## src/design/assert_macros.svh

```systemverilog
// Assertion macros used by the refresh core.
// All of them sample on the rising edge of clock and are off while reset is high.
`ifndef ASSERT_MACROS_SVH
`define ASSERT_MACROS_SVH

`define ASSERT_ALWAYS(label, expr, msg) \
   label: assert property (@(posedge clock) disable iff (reset) (expr)) else $error(msg);

`define ASSERT_IMPLIES(label, cond, expr, msg) \
   label: assert property (@(posedge clock) disable iff (reset) (cond) |-> (expr)) \
      else $error(msg);

`define ASSERT_NEXT(label, cond, expr, msg) \
   label: assert property (@(posedge clock) disable iff (reset) (cond) |=> (expr)) \
      else $error(msg);

`endif

```

## src/design/dpdr_ram.sv

```systemverilog
module dpdr_ram #(
   parameter int WIDTH = 8,
   parameter int DEPTH = 16
) (
   input  logic                     clock,
   input  logic                     wr_en,
   input  logic [$clog2(DEPTH)-1:0] wr_addr,
   input  logic [WIDTH-1:0]         wr_data,
   input  logic                     rd_en,
   input  logic [$clog2(DEPTH)-1:0] rd_addr,
   output logic [WIDTH-1:0]         rd_data
);

   logic [WIDTH-1:0] mem [DEPTH];
   logic [WIDTH-1:0] rd_data_ff;

   always_ff @(posedge clock) begin
      if (wr_en) begin
         mem[wr_addr] <= wr_data;
      end
      if (rd_en) begin
         rd_data_ff <= mem[rd_addr];
      end
   end

   assign rd_data = rd_data_ff;

endmodule

```

## config.mk

```make
export PLATFORM = sky130hd
export DESIGN_NAME = dpdr_ram
export DESIGN_NICKNAME = d
export VERILOG_FILES = /design/src/design/assert_macros.svh /design/src/design/dpdr_ram.sv
export SDC_FILE = /design/constraint.sdc
export NUM_CORES = 1
export LEC_CHECK = 0
export BUFFER_PORTS_ARGS = -buffer_cell sky130_fd_sc_hd__buf_2
export CORE_ASPECT_RATIO = 1.75
export CORE_MARGIN = 4
export CORE_UTILIZATION = 60
export DETAILED_ROUTE_END_ITERATION = 6
export GPL_ROUTABILITY_DRIVEN = 1
export PLACE_DENSITY = 0.86
export SLEW_MARGIN = 10
export SYNTH_ARGS = -nofsm -noshare
export SYNTH_HDL_FRONTEND = slang
export SYNTH_SLANG_ARGS = --single-unit
```

## constraint.sdc

```tcl
create_clock -name clock -period 2.2 [get_ports clock]
set_clock_uncertainty 0.15 [all_clocks]
set_input_delay 0 -clock clock [delete_from_list [all_inputs] [get_ports clock]]
set_output_delay 0 -clock clock [all_outputs]
set_load 0.05 [all_outputs]
```

==> results_dict.tcl <==
set metrics [dict create \
    cp.required_ns 2.17 \
    maxCapViolations 0 \
    dr.pass1.iters 4 \
    grt_overflow 0 \
    num_vias 2587 \
    worst_pin_slew_ns 0.7481 \
    clk_pin_slew_ns 0.05 \
    portBuffers 26 \
    clock_latency_ns 0.41 \
    end_kind "register" \
    synth_seq_cells 136 \
    drive_gt1_frac 0.2772 \
    finalNetCount 313 \
    grt_max_degree 33 \
    leakage_nw 2.112 \
    cts_resized 0 \
    drc 0 \
    antenna_found_initial 0 \
    gp_congestion 0.8666 \
    yosysUniqueCellTypes 18 \
    holdCritPathClass "in2reg" \
    peakVddDrop_mv 0.9498 \
    cts_buffers 17 \
    grt.total_usage 0.2376 \
    start_util 0.6206 \
    pre_cts_ws_ns 0.4207 \
    num_antenna_cells 0 \
    drtIter0Drc 380 \
    mostFrequentLayoutCells "136 x edfxtp_1, 26 x buf_2, 18 x mux4_2, 17 x clkbuf_16" \
    pwr-share-comb 0.059 \
    final_common_cell "edfxtp_1" \
    critPathKind "in2reg" \
    die-width_um 78.56 \
    switching_share 0.2025 \
    syn_to_final_growth_pct 18.45 \
    dieArea_um2 10330 \
    tritoncts "built" \
    pwr-share-seq 0.515 \
    syn_inst 229 \
    worst_slack_ns 0.4031 \
    grt_pass1_wl_um 17220 \
    wl_um 11040 \
    grt_pass1_vias 2779 \
    coreArea_um2 8423 \
    relSlewSlack 0.4995 \
    clockRootBuffer "clkbuf_16" \
    synth_nets 248 \
    arrival_ns 1.77 \
    period_share 0.8168 \
    power.internal_mw 4.550 \
    yosysSeqAreaShare 0.7812 \
    finalCriticalPeriod_ns 1.797 \
    powerDensity_nw_per_um2 921.2 \
    setup_tns_ns 0 \
    p_total_mw 5.704 \
    stdcell_count 418 \
    finalSetupViolations 0 \
    rsz0062_at_grt "no" \
    viasPerCell 6.189 \
    cts_buffer_depth 2 \
    crit_fanout 7 \
    p_clk_frac 0.426 \
    cts_max_level 4 \
    synth_area_um2 5228 \
    drv_slew 0 \
    fmax_ghz 0.5565 \
    rows 44 \
    status "complete, no violations" \
    place_inst 378 \
    io_pins 27 \
    ant_nets 0 \
    dp_hpwl_um 6379 \
    syn-mean-instance-area_um2 22.83 \
    clock-sinks 136 \
    power.switching_mw 1.155 \
    start_kind "primary input" \
    fin_util 0.7351 \
    post_drt_wl_per_cell_um 26.40 \
    die_h_um 131.5 \
    hold_viol_final 0 \
    ys_warn_count 0 \
]
==> final cells by class <==
cell class | instances | area, um^2
repair buffers | 56 | 410.4
clock inverters | 8 | 60.06
fillers | 435 | 2231
clock buffers | 20 | 436.7
multi-input cells | 83 | 1057
well taps | 115 | 143.9
flip-flops and latches | 136 | 4084
==> cell families after synthesis <==
family          count (synthesis)  synth area share
flops                         136            0.7812
simple gates                   35           0.03136
mux                            32            0.1479
compound gates                 16           0.02298
buf+inv                        10           0.01651
==> critical path: stages <==
cell	delay (ns)
dlygate4sd3_1	0.56
buf_2	0.18
nor3_1	0.29
dlygate4sd3_1	0.60
buf_4	0.14
==> what timing repair did <==
action                                 in CTS  in global routing
hold buffers                               12                  0
endpoints found under the hold margin     144                  0
setup buffers                               0                  0
==> cells in the mapped netlist (all sizes together) <==
cell,instances,area (um^2)
edfxtp,136,4084
mux4,32,773.2
a22oi,16,120.1
nor2,13,48.80
nand2,9,33.78
buf,7,56.30
nor3,4,20.02
clkdlybuf4s25,3,30.03
nand2b,2,12.51
nand3b,2,15.01
and2,1,6.260
and2b,1,7.510
nand3,1,5.000
nor2b,1,6.260
or3b,1,8.760
==> through the flow <==
step	cell area [um^2]	hold slack, ns
finish	6192	0.1317
global route	6192	0.1546
CTS	6192	0.09773
detailed placement	5575	0.2143
global placement	5575	0.2125
floorplan	5228	-0.05113
==> flip-flops by register name, summed over array words and instances, names as in the netlist <==
register and count:
rd_data 8, mem 128
==> layer usage <==
metal	wire (um)	global-route usage	part of all wire	vias to the layer above
met5	0	0	0	-
met4	306	0.09825	0.028	0
met3	714	0.05959	0.065	12
met2	5938	0.3884	0.54	126
met1	4075	0.3037	0.37	1346
li1	-	-	-	1103
==> power by group through the flow <==
stage	clock, mW	combinational (mW)	sequential (mW)
after floorplan	0	0.147	3.03
after global placement	0	0.304	2.99
after detailed placement	0	0.314	2.99
after CTS	2.44	0.333	2.94
after global routing	2.59	0.355	2.94
final	2.43	0.334	2.94
==> path summary, 6_finish.rpt <==
kind                                           start                   end  slack (ns)  cells after the start
worst max-delay path                      wr_addr[1]   mem[4][4]$_DFFE_PP_        0.40                      5
worst min-delay path                      wr_addr[2]   mem[2][7]$_DFFE_PP_        0.13                      3
worst max register to register   mem[5][1]$_DFFE_PP_  rd_data[1]$_DFFE_PP_        0.53                      3
worst min register to register  mem[11][3]$_DFFE_PP_  rd_data[3]$_DFFE_PP_        0.62                      3
(Power assumes the default switching activity.)
